### src/hw/rtl/mrf_pkg.sv
// Shared types, constants and CRC helper for the Modbus RTU request framer.
// No dependencies; imported by the framer modules.
package mrf_pkg;

   // Modbus function codes the framer accepts
   localparam logic [7:0] FC_READ_COILS    = 8'd1;
   localparam logic [7:0] FC_READ_DISCRETE = 8'd2;
   localparam logic [7:0] FC_READ_HOLDING  = 8'd3;
   localparam logic [7:0] FC_READ_INPUT    = 8'd4;
   localparam logic [7:0] FC_WRITE_COIL    = 8'd5;
   localparam logic [7:0] FC_WRITE_REG     = 8'd6;
   localparam logic [7:0] FC_WRITE_MULTI   = 8'd16;

   localparam logic [15:0] COIL_ON_WORD  = 16'hFF00;
   localparam logic [15:0] COIL_OFF_WORD = 16'h0000;
   localparam logic [15:0] CRC_INIT      = 16'hFFFF;
   localparam logic [15:0] CRC_POLY      = 16'hA001;

   // Frame bytes ahead of the CRC: at most 11
   localparam int DATA_BYTES = 11;
   localparam int DATA_W     = DATA_BYTES * 8;
   localparam int LEN_W      = 4;

   localparam logic [LEN_W-1:0] LEN_FIXED     = 4'd6;
   localparam logic [LEN_W-1:0] LEN_MULTI_NONE = 4'd7;
   localparam logic [LEN_W-1:0] LEN_MULTI_ONE  = 4'd9;
   localparam logic [LEN_W-1:0] LEN_MULTI_TWO  = 4'd11;

   typedef struct packed {
      logic [LEN_W-1:0]  len;
      logic [DATA_W-1:0] bytes;   // first byte in the top bits
   } mrf_desc_type;

   typedef struct packed {
      logic empty;
      logic full;
   } mrf_q_stat_type;

   typedef enum logic [1:0] {
      SEQ_IDLE,
      SEQ_DATA,
      SEQ_CRC_LO,
      SEQ_CRC_HI
   } mrf_seq_type;

   // Modbus CRC-16, one byte folded in, reflected form
   function automatic logic [15:0] crc_byte(input logic [15:0] crc, input logic [7:0] b);
      logic [15:0] c;
      c = crc ^ {8'h00, b};
      for (int i = 0; i < 8; i++) begin
         if (c[0]) begin
            c = (c >> 1) ^ CRC_POLY;
         end else begin
            c = c >> 1;
         end
      end
      return c;
   endfunction

endpackage

### src/hw/rtl/mrf_if.sv
// Handshake channels of the framer: request in, frame bytes out.
// No dependencies.
interface mrf_req_if;
   logic        valid;
   logic        ready;
   logic [7:0]  kind;
   logic [7:0]  slave_address;
   logic [15:0] start_address;
   logic [15:0] quantity;
   logic        coil_on;
   logic [15:0] value_first;
   logic [15:0] value_second;
   logic [15:0] write_count;

   modport source (output valid, kind, slave_address, start_address, quantity, coil_on,
                   value_first, value_second, write_count, input ready);
   modport sink (input valid, kind, slave_address, start_address, quantity, coil_on,
                 value_first, value_second, write_count, output ready);
endinterface

interface mrf_rsp_if;
   logic       valid;
   logic       ready;
   logic [7:0] frame_byte;
   logic       last_byte;

   modport source (output valid, frame_byte, last_byte, input ready);
   modport sink (input valid, frame_byte, last_byte, output ready);
endinterface

### src/hw/rtl/mrf_front.sv
// Request front end: classifies the function code and lays out the frame body.
// Depends on mrf_pkg and mrf_req_if.
module mrf_front
   import mrf_pkg::*;
(
   mrf_req_if.sink        req_ch,
   input  mrf_q_stat_type q_stat,
   output logic           push,
   output mrf_desc_type   desc
);

   logic        framed;
   logic [15:0] body_word;
   logic [7:0]  cnt_twice;

   always_comb begin
      framed    = 1'b1;
      body_word = req_ch.quantity;
      case (req_ch.kind)
         FC_READ_COILS, FC_READ_DISCRETE, FC_READ_HOLDING, FC_READ_INPUT: begin
            body_word = req_ch.quantity;
         end
         FC_WRITE_COIL: begin
            body_word = req_ch.coil_on ? COIL_ON_WORD : COIL_OFF_WORD;
         end
         FC_WRITE_REG: begin
            body_word = req_ch.value_first;
         end
         FC_WRITE_MULTI: begin
            body_word = req_ch.write_count;
         end
         default: begin
            framed = 1'b0;
         end
      endcase
   end

   // byte count field wraps to 8 bits
   assign cnt_twice = {req_ch.write_count[6:0], 1'b0};

   always_comb begin
      desc.bytes = {req_ch.slave_address, req_ch.kind, req_ch.start_address, body_word,
                    cnt_twice, req_ch.value_first, req_ch.value_second};
      if (req_ch.kind == FC_WRITE_MULTI) begin
         if (req_ch.write_count == 16'd0) begin
            desc.len = LEN_MULTI_NONE;
         end else if (req_ch.write_count == 16'd1) begin
            desc.len = LEN_MULTI_ONE;
         end else begin
            desc.len = LEN_MULTI_TWO;
         end
      end else begin
         desc.len = LEN_FIXED;
      end
   end

   // drop unknown codes at accept
   assign req_ch.ready = !q_stat.full;
   assign push         = req_ch.valid && !q_stat.full && framed;

endmodule

### src/hw/rtl/mrf_queue.sv
// Two-entry descriptor queue between the front end and the byte sequencer.
// Depends on mrf_pkg.
module mrf_queue
   import mrf_pkg::*;
(
   input  logic           clock,
   input  logic           reset,
   input  logic           push,
   input  mrf_desc_type   push_desc,
   input  logic           pop,
   output mrf_desc_type   head_desc,
   output mrf_q_stat_type q_stat
);

   mrf_desc_type entry_ff [2];
   logic         wr_ptr_ff, wr_ptr_in;
   logic         rd_ptr_ff, rd_ptr_in;
   logic [1:0]   count_ff, count_in;
   logic         do_push, do_pop;

   assign q_stat.empty = (count_ff == 2'd0);
   assign q_stat.full  = (count_ff == 2'd2);
   assign do_push      = push && !q_stat.full;
   assign do_pop       = pop && !q_stat.empty;
   assign head_desc    = entry_ff[rd_ptr_ff];

   always_comb begin
      wr_ptr_in = do_push ? !wr_ptr_ff : wr_ptr_ff;
      rd_ptr_in = do_pop ? !rd_ptr_ff : rd_ptr_ff;
      count_in  = count_ff;
      if (do_push && !do_pop) begin
         count_in = count_ff + 2'd1;
      end else if (do_pop && !do_push) begin
         count_in = count_ff - 2'd1;
      end
   end

   always_ff @(posedge clock) begin
      if (reset) begin
         wr_ptr_ff <= 1'b0;
         rd_ptr_ff <= 1'b0;
         count_ff  <= 2'd0;
      end else begin
         wr_ptr_ff <= wr_ptr_in;
         rd_ptr_ff <= rd_ptr_in;
         count_ff  <= count_in;
      end
   end

   always_ff @(posedge clock) begin
      if (do_push) begin
         entry_ff[wr_ptr_ff] <= push_desc;
      end
   end

endmodule

### src/hw/rtl/mrf_back.sv
// Byte sequencer: shifts out the frame body, folds each byte into the CRC,
// appends the CRC low byte first. Depends on mrf_pkg and mrf_rsp_if.
module mrf_back
   import mrf_pkg::*;
(
   input  logic           clock,
   input  logic           reset,
   input  mrf_q_stat_type q_stat,
   input  mrf_desc_type   head_desc,
   output logic           pop,
   mrf_rsp_if.source      rsp_ch
);

   mrf_seq_type       state_ff, state_in;
   logic [DATA_W-1:0] shift_ff, shift_in;
   logic [LEN_W-1:0]  left_ff, left_in;
   logic [15:0]       crc_ff, crc_in;
   logic              out_valid_ff, out_valid_in;
   logic [7:0]        out_byte_ff, out_byte_in;
   logic              out_last_ff, out_last_in;

   logic       advance;
   logic       load;
   logic       crc_step;
   logic       emit;
   logic [7:0] emit_byte;
   logic       emit_last;

   // output slot free or being taken this cycle
   assign advance = !out_valid_ff || rsp_ch.ready;

   always_comb begin
      state_in = state_ff;
      case (state_ff)
         SEQ_IDLE: begin
            if (!q_stat.empty) begin
               state_in = SEQ_DATA;
            end
         end
         SEQ_DATA: begin
            if (advance && left_ff == 4'd1) begin
               state_in = SEQ_CRC_LO;
            end
         end
         SEQ_CRC_LO: begin
            if (advance) begin
               state_in = SEQ_CRC_HI;
            end
         end
         SEQ_CRC_HI: begin
            if (advance) begin
               state_in = SEQ_IDLE;
            end
         end
         default: begin
            state_in = SEQ_IDLE;
         end
      endcase
   end

   always_comb begin
      load      = 1'b0;
      crc_step  = 1'b0;
      emit      = 1'b0;
      emit_byte = shift_ff[DATA_W-1 -: 8];
      emit_last = 1'b0;
      case (state_ff)
         SEQ_IDLE: begin
            load = !q_stat.empty;
         end
         SEQ_DATA: begin
            crc_step = advance;
            emit     = advance;
         end
         SEQ_CRC_LO: begin
            emit      = advance;
            emit_byte = crc_ff[7:0];
         end
         SEQ_CRC_HI: begin
            emit      = advance;
            emit_byte = crc_ff[15:8];
            emit_last = 1'b1;
         end
         default: begin
            load = 1'b0;
         end
      endcase
   end

   assign pop = load;

   always_comb begin
      shift_in     = shift_ff;
      left_in      = left_ff;
      crc_in       = crc_ff;
      out_valid_in = out_valid_ff;
      out_byte_in  = out_byte_ff;
      out_last_in  = out_last_ff;
      if (load) begin
         shift_in = head_desc.bytes;
         left_in  = head_desc.len;
         crc_in   = CRC_INIT;
      end
      if (crc_step) begin
         shift_in = {shift_ff[DATA_W-9:0], 8'h00};
         left_in  = left_ff - 4'd1;
         crc_in   = crc_byte(crc_ff, shift_ff[DATA_W-1 -: 8]);
      end
      if (emit) begin
         out_valid_in = 1'b1;
         out_byte_in  = emit_byte;
         out_last_in  = emit_last;
      end else if (rsp_ch.ready) begin
         out_valid_in = 1'b0;
      end
   end

   always_ff @(posedge clock) begin
      if (reset) begin
         state_ff     <= SEQ_IDLE;
         out_valid_ff <= 1'b0;
      end else begin
         state_ff     <= state_in;
         out_valid_ff <= out_valid_in;
      end
   end

   always_ff @(posedge clock) begin
      shift_ff    <= shift_in;
      left_ff     <= left_in;
      crc_ff      <= crc_in;
      out_byte_ff <= out_byte_in;
      out_last_ff <= out_last_in;
   end

   assign rsp_ch.valid      = out_valid_ff;
   assign rsp_ch.frame_byte = out_byte_ff;
   assign rsp_ch.last_byte  = out_last_ff;

endmodule

### src/hw/rtl/modbus_rtu_request_framer.sv
// Modbus RTU request framer. Each accepted request becomes one frame of 8, 9, 11
// or 13 bytes on rsp_ch, last_byte marking the second CRC byte; unknown function
// codes are accepted while the queue has room and produce nothing. In the byte
// sequencer a frame starts with a load step, then goes out one byte per cycle
// while rsp_ch is ready, the CRC-16 folding in each body byte as it goes out.
// A two-entry request queue lets req_ch accept while a frame is still going out.
// Depends on mrf_pkg, mrf_if, mrf_front, mrf_queue, mrf_back.
module modbus_rtu_request_framer
   import mrf_pkg::*;
(
   input  logic      clock,
   input  logic      reset,
   mrf_req_if.sink   req_ch,
   mrf_rsp_if.source rsp_ch
);

   mrf_q_stat_type q_stat;
   mrf_desc_type   push_desc;
   mrf_desc_type   head_desc;
   logic           push;
   logic           pop;

   mrf_front u_front (
      .req_ch (req_ch),
      .q_stat (q_stat),
      .push   (push),
      .desc   (push_desc)
   );

   mrf_queue u_queue (
      .clock     (clock),
      .reset     (reset),
      .push      (push),
      .push_desc (push_desc),
      .pop       (pop),
      .head_desc (head_desc),
      .q_stat    (q_stat)
   );

   mrf_back u_back (
      .clock     (clock),
      .reset     (reset),
      .q_stat    (q_stat),
      .head_desc (head_desc),
      .pop       (pop),
      .rsp_ch    (rsp_ch)
   );

endmodule
### src/flat_wrapper.sv
// flat-port wrapper written by rule: the top's interface ports become plain ports
module modbus_rtu_request_framer_flat import mrf_pkg::*;
  (clock, reset, req_ch_valid, req_ch_kind, req_ch_slave_address, req_ch_start_address, req_ch_quantity, req_ch_coil_on, req_ch_value_first, req_ch_value_second, req_ch_write_count, req_ch_ready, rsp_ch_valid, rsp_ch_frame_byte, rsp_ch_last_byte, rsp_ch_ready);
  mrf_req_if req_ch_i ();
  mrf_rsp_if rsp_ch_i ();
  input  logic clock;
  input  logic reset;
  input wire logic [$bits(req_ch_i.valid)-1:0] req_ch_valid;
  input wire logic [$bits(req_ch_i.kind)-1:0] req_ch_kind;
  input wire logic [$bits(req_ch_i.slave_address)-1:0] req_ch_slave_address;
  input wire logic [$bits(req_ch_i.start_address)-1:0] req_ch_start_address;
  input wire logic [$bits(req_ch_i.quantity)-1:0] req_ch_quantity;
  input wire logic [$bits(req_ch_i.coil_on)-1:0] req_ch_coil_on;
  input wire logic [$bits(req_ch_i.value_first)-1:0] req_ch_value_first;
  input wire logic [$bits(req_ch_i.value_second)-1:0] req_ch_value_second;
  input wire logic [$bits(req_ch_i.write_count)-1:0] req_ch_write_count;
  output wire logic [$bits(req_ch_i.ready)-1:0] req_ch_ready;
  output wire logic [$bits(rsp_ch_i.valid)-1:0] rsp_ch_valid;
  output wire logic [$bits(rsp_ch_i.frame_byte)-1:0] rsp_ch_frame_byte;
  output wire logic [$bits(rsp_ch_i.last_byte)-1:0] rsp_ch_last_byte;
  input wire logic [$bits(rsp_ch_i.ready)-1:0] rsp_ch_ready;
  assign req_ch_i.valid = req_ch_valid;
  assign req_ch_i.kind = req_ch_kind;
  assign req_ch_i.slave_address = req_ch_slave_address;
  assign req_ch_i.start_address = req_ch_start_address;
  assign req_ch_i.quantity = req_ch_quantity;
  assign req_ch_i.coil_on = req_ch_coil_on;
  assign req_ch_i.value_first = req_ch_value_first;
  assign req_ch_i.value_second = req_ch_value_second;
  assign req_ch_i.write_count = req_ch_write_count;
  assign req_ch_ready = req_ch_i.ready;
  assign rsp_ch_valid = rsp_ch_i.valid;
  assign rsp_ch_frame_byte = rsp_ch_i.frame_byte;
  assign rsp_ch_last_byte = rsp_ch_i.last_byte;
  assign rsp_ch_i.ready = rsp_ch_ready;
  modbus_rtu_request_framer u_core (.clock(clock), .reset(reset), .req_ch(req_ch_i), .rsp_ch(rsp_ch_i));
endmodule
### config.mk
export PLATFORM = sky130hd
export DESIGN_NAME = modbus_rtu_request_framer_flat
export DESIGN_NICKNAME = d
export VERILOG_FILES = /design/src/hw/rtl/mrf_pkg.sv /design/src/hw/rtl/mrf_if.sv /design/src/hw/rtl/mrf_front.sv /design/src/hw/rtl/mrf_queue.sv /design/src/hw/rtl/mrf_back.sv /design/src/hw/rtl/modbus_rtu_request_framer.sv /design/src/flat_wrapper.sv
export SDC_FILE = /design/constraint.sdc
export NUM_CORES = 1
export LEC_CHECK = 0
export ABC_AREA = 1
export ABC_CLOCK_PERIOD_IN_PS = 14300
export BUFFER_PORTS_ARGS = -buffer_cell sky130_fd_sc_hd__buf_2
export CORE_UTILIZATION = 59
export CTS_CLUSTER_SIZE = 8
export DETAILED_ROUTE_END_ITERATION = 6
export MAX_ROUTING_LAYER = met4
export PLACE_DENSITY = 0.79
export SLEW_MARGIN = 25
export SYNTH_ARGS = -nofsm -noshare
export SYNTH_HDL_FRONTEND = slang
export SYNTH_SLANG_ARGS = --single-unit
### constraint.sdc
create_clock -name clock -period 14.3 [get_ports clock]
set_input_delay 2.86 -clock clock [delete_from_list [all_inputs] [get_ports clock]]
set_output_delay 2.86 -clock clock [all_outputs]
set_load 0.02 [all_outputs]
==> results.toml <==
[final_layout]
multi_input_area_mm2 = 0.002967
final_cells = 1316
fin_nets = 1135
drive_above_1_share = 0.1943
post-route-util = 0.7073
fill_cells = 1361
regArea_mm2 = 0.009062
final_design_area_no_fill_mm2 = 0.01445
syn_to_final_growth_pct = 16.70

[synth]
yosysTopAreaCellShare = 0.7057
synthCells = 899
seq_area_frac_synth = 0.7316
synthMostInstantiatedCell = "edfxtp_1"
synth_fp_nets = 1007
netlist_top_cells_area = "edfxtp_1 71%, mux2i_1 5.7%, nand2_1 4.3%, o21ai_0 3.7%, dfxtp_1 2.6%"
synth_cell_types = 40
ys_seq_elements = 307
syn_area_per_cell_um2 = 13.77
synth_area_mm2 = 0.01238
yosys_warnings = 0
synthFlopType = "edfxtp_1"
synth_commonest_cells = "291 x edfxtp_1, 142 x nand2_1, 91 x o21ai_0"
async_flop_share = 0
synth_edf_count = 291
synth_top_cell_by_area = "edfxtp_1"

[clocking]
cts-resized-gates = 0
clk_pin_slew_ns = 0.05
cts_hold_buf = 0
cts_setup_buffers = 0
h-tree-depth = 2
clock-sinks = 307
clockBufferDepth = 3
root_buffer = "clkbuf_16"
numCtsBuffers = 44
clk_latency_ns = 0.53
cts_tree = "done"

[sta]
setup_viol = 0
max_freq_mhz = 174.9
hold_violations = 0
grt_setup_unrepaired = "false"
min_period_ns = 5.717
fin_worst_skew_ns = 0.01803
slew_viol_final = 0
worstMarginPinSlew_ns = 0.9526
fin_crit_sh = 0.3998
setup-tns-final_ns = 0
setup_ws_ns = 8.583
slew_headroom = 0.3649

[placement]
placed_area_mm2 = 0.01321
dp_hpwl_um = 15520
dp.cells = 1251
io_buffers = 111
gp_congestion = 0.8834
dp_slack_ns = 8.049

[floorplanning]
initial_utilization = 0.6061
die_w_um = 146.9
row_count = 52
core_area_mm2 = 0.02043
die_y_um = 146.9
io_pins = 112
die_area_mm2 = 0.02157

[setup_path]
arrival_ns = 5.86
reg2reg_depth = 7
r2r_setup_slack_ns = 11.60
crit_family = "simple AND/OR/NAND/NOR gates"
cp_max_fo = 58
crit_chain = "buf_2 -> or2_2 -> nor3b_1 -> nand2_1 -> nand3_1 -> a31oi_1 -> nor3_2 -> nand2_1 -> clkinv_2 -> buf_4"
end_kind = "flop"
critical-path-max-stage-delay_ns = 0.74
worstSetupStartpointType = "primary input"
startpoint = "req_ch_kind[7]"
reg2reg_to = "u_core.u_back.shift_ff[26]"
cp_common_cell = "nand2_1"
cp.required_ns = 14.44
reg2reg_from = "u_core.u_back.state_ff[1]"
cp_slowest_cell = "buf_4"
worst-path-buf-inv = 3
crit_type = "primary input to flop"

[global_routing]
grt_max_degree = 88
grt_pass1_vias = 7683
antenna_found_initial = 0
grt_use_total = 0.2498
grt_pass1_wl_um = 39700
grt-ovfl-total = 0

[routing]
drtAntennaViolNets = 0
vias = 7529
first_pass_iters = 6
drt-total-wl_um = 25510
route.detailed.drc = 0
via_per_inst = 5.721
avgRoutedWirePerCell_um = 19.38
drt_iter0_markers = 567

[hold_path]
hp-class = "flop to flop"
worst_hold_path.num_cells = 1
min-delay-start = "u_core.u_queue.rd_ptr_ff"

[run]
drv_cap = 0

[pwr]
powerDensity_mw_per_mm2 = 212.8
leakagePower_nw = 5.179
ir_drop_uv = 126.5

[outcome]
status = "finished, final reports clean"
-- through the flow --
| stage | hold slack [ns] | power [mW] |
|---|---|---|
| final | 0.4610 | 3.074 |
| after floorplan | 0.4255 | 1.950 |
| after CTS | 0.4470 | 3.092 |
| after detailed placement | 0.4406 | 2.163 |
| after global placement | 0.4215 | 2.138 |
| after global routing | 0.4698 | 3.222 |
-- routing by layer --
| layer | global-route usage | wire, um | part of all wire | up-vias |
|---|---|---|---|---|
| met5 | - | 0 | 0 | - |
| met4 | 0.08854 | 568 | 0.022 | 0 |
| met3 | 0.04130 | 1535 | 0.060 | 51 |
| met2 | 0.4028 | 12770 | 0.50 | 286 |
| met1 | 0.3232 | 10630 | 0.42 | 3645 |
| li1 | - | - | - | 3547 |
-- placed cells by master (no fill, tap or decap), drive strengths merged, types with 8 or more instances in the layout --
| cell type | n |
|---|---|
| nor2 | 52 |
| a21oi | 8 |
| nand2 | 152 |
| a22oi | 8 |
| clkbuf | 62 |
| o32ai | 16 |
| o21ai | 91 |
| inv | 63 |
| o211ai | 9 |
| a221oi | 8 |
| nand3 | 36 |
| edfxtp | 291 |
| buf | 117 |
| mux2i | 71 |
| dfxtp | 16 |
-- worst max path at each step --
stage                                           to  slack [ns]  depth (start not counted)
floorplan            u_core.u_queue.entry_ff[0][0]        1.34                          6
global placement     u_core.u_queue.entry_ff[1][1]        8.12                         10
detailed placement   u_core.u_queue.entry_ff[1][1]        8.05                         10
CTS                 u_core.u_queue.entry_ff[1][45]        8.57                         10
global route        u_core.u_queue.entry_ff[1][52]        8.37                         10
finish              u_core.u_queue.entry_ff[1][36]        8.58                         10
-- cell families (layout without fill, tap and decap cells) --
kind of cell	after synthesis	in the layout	synth area share
flip-flops	307	307	0.7316
AND/OR/NAND/NOR	259	259	0.09408
AO/OA/AOI/OAI	145	145	0.07043
buffers and inverters	100	246	0.03112
multiplexers	71	71	0.05740
XOR/XNOR	10	10	0.008287
adder cells (fa/ha/maj)	7	7	0.007073
other	0	1	0
-- power by group --
group / internal [mW] / switching, mW
combinational: 0.244 / 0.540
sequential: 1.27 / 0.0921
clock: 0.578 / 0.347
-- sequential cells by signal (all words and copies together), names as in the netlist, named ones only --
register,flops
u_core.u_back.left_ff,4
u_core.u_queue.rd_ptr_ff,1
u_core.u_queue.entry_ff,182
u_core.u_back.rsp_ch.frame_byte,8
u_core.u_back.crc_ff,16
u_core.u_back.rsp_ch.valid,1
u_core.u_queue.count_ff,2
u_core.u_back.rsp_ch.last_byte,1
u_core.u_back.state_ff,2
u_core.u_queue.wr_ptr_ff,1
u_core.u_back.shift_ff,88
-- final cells by class --
cell class                      count  share of cell area
Multi-Input combinational cell    492              0.2053
Tap cell                          270             0.02338
Timing Repair Buffer              117             0.04156
Sequential cell                   307              0.6272
Antenna cell                        1           0.0001732
Clock inverter                      2            0.001645
Inverter                           65             0.01697
Clock buffer                       62             0.08382
No activity file was read; power rests on OpenSTA's default activity.
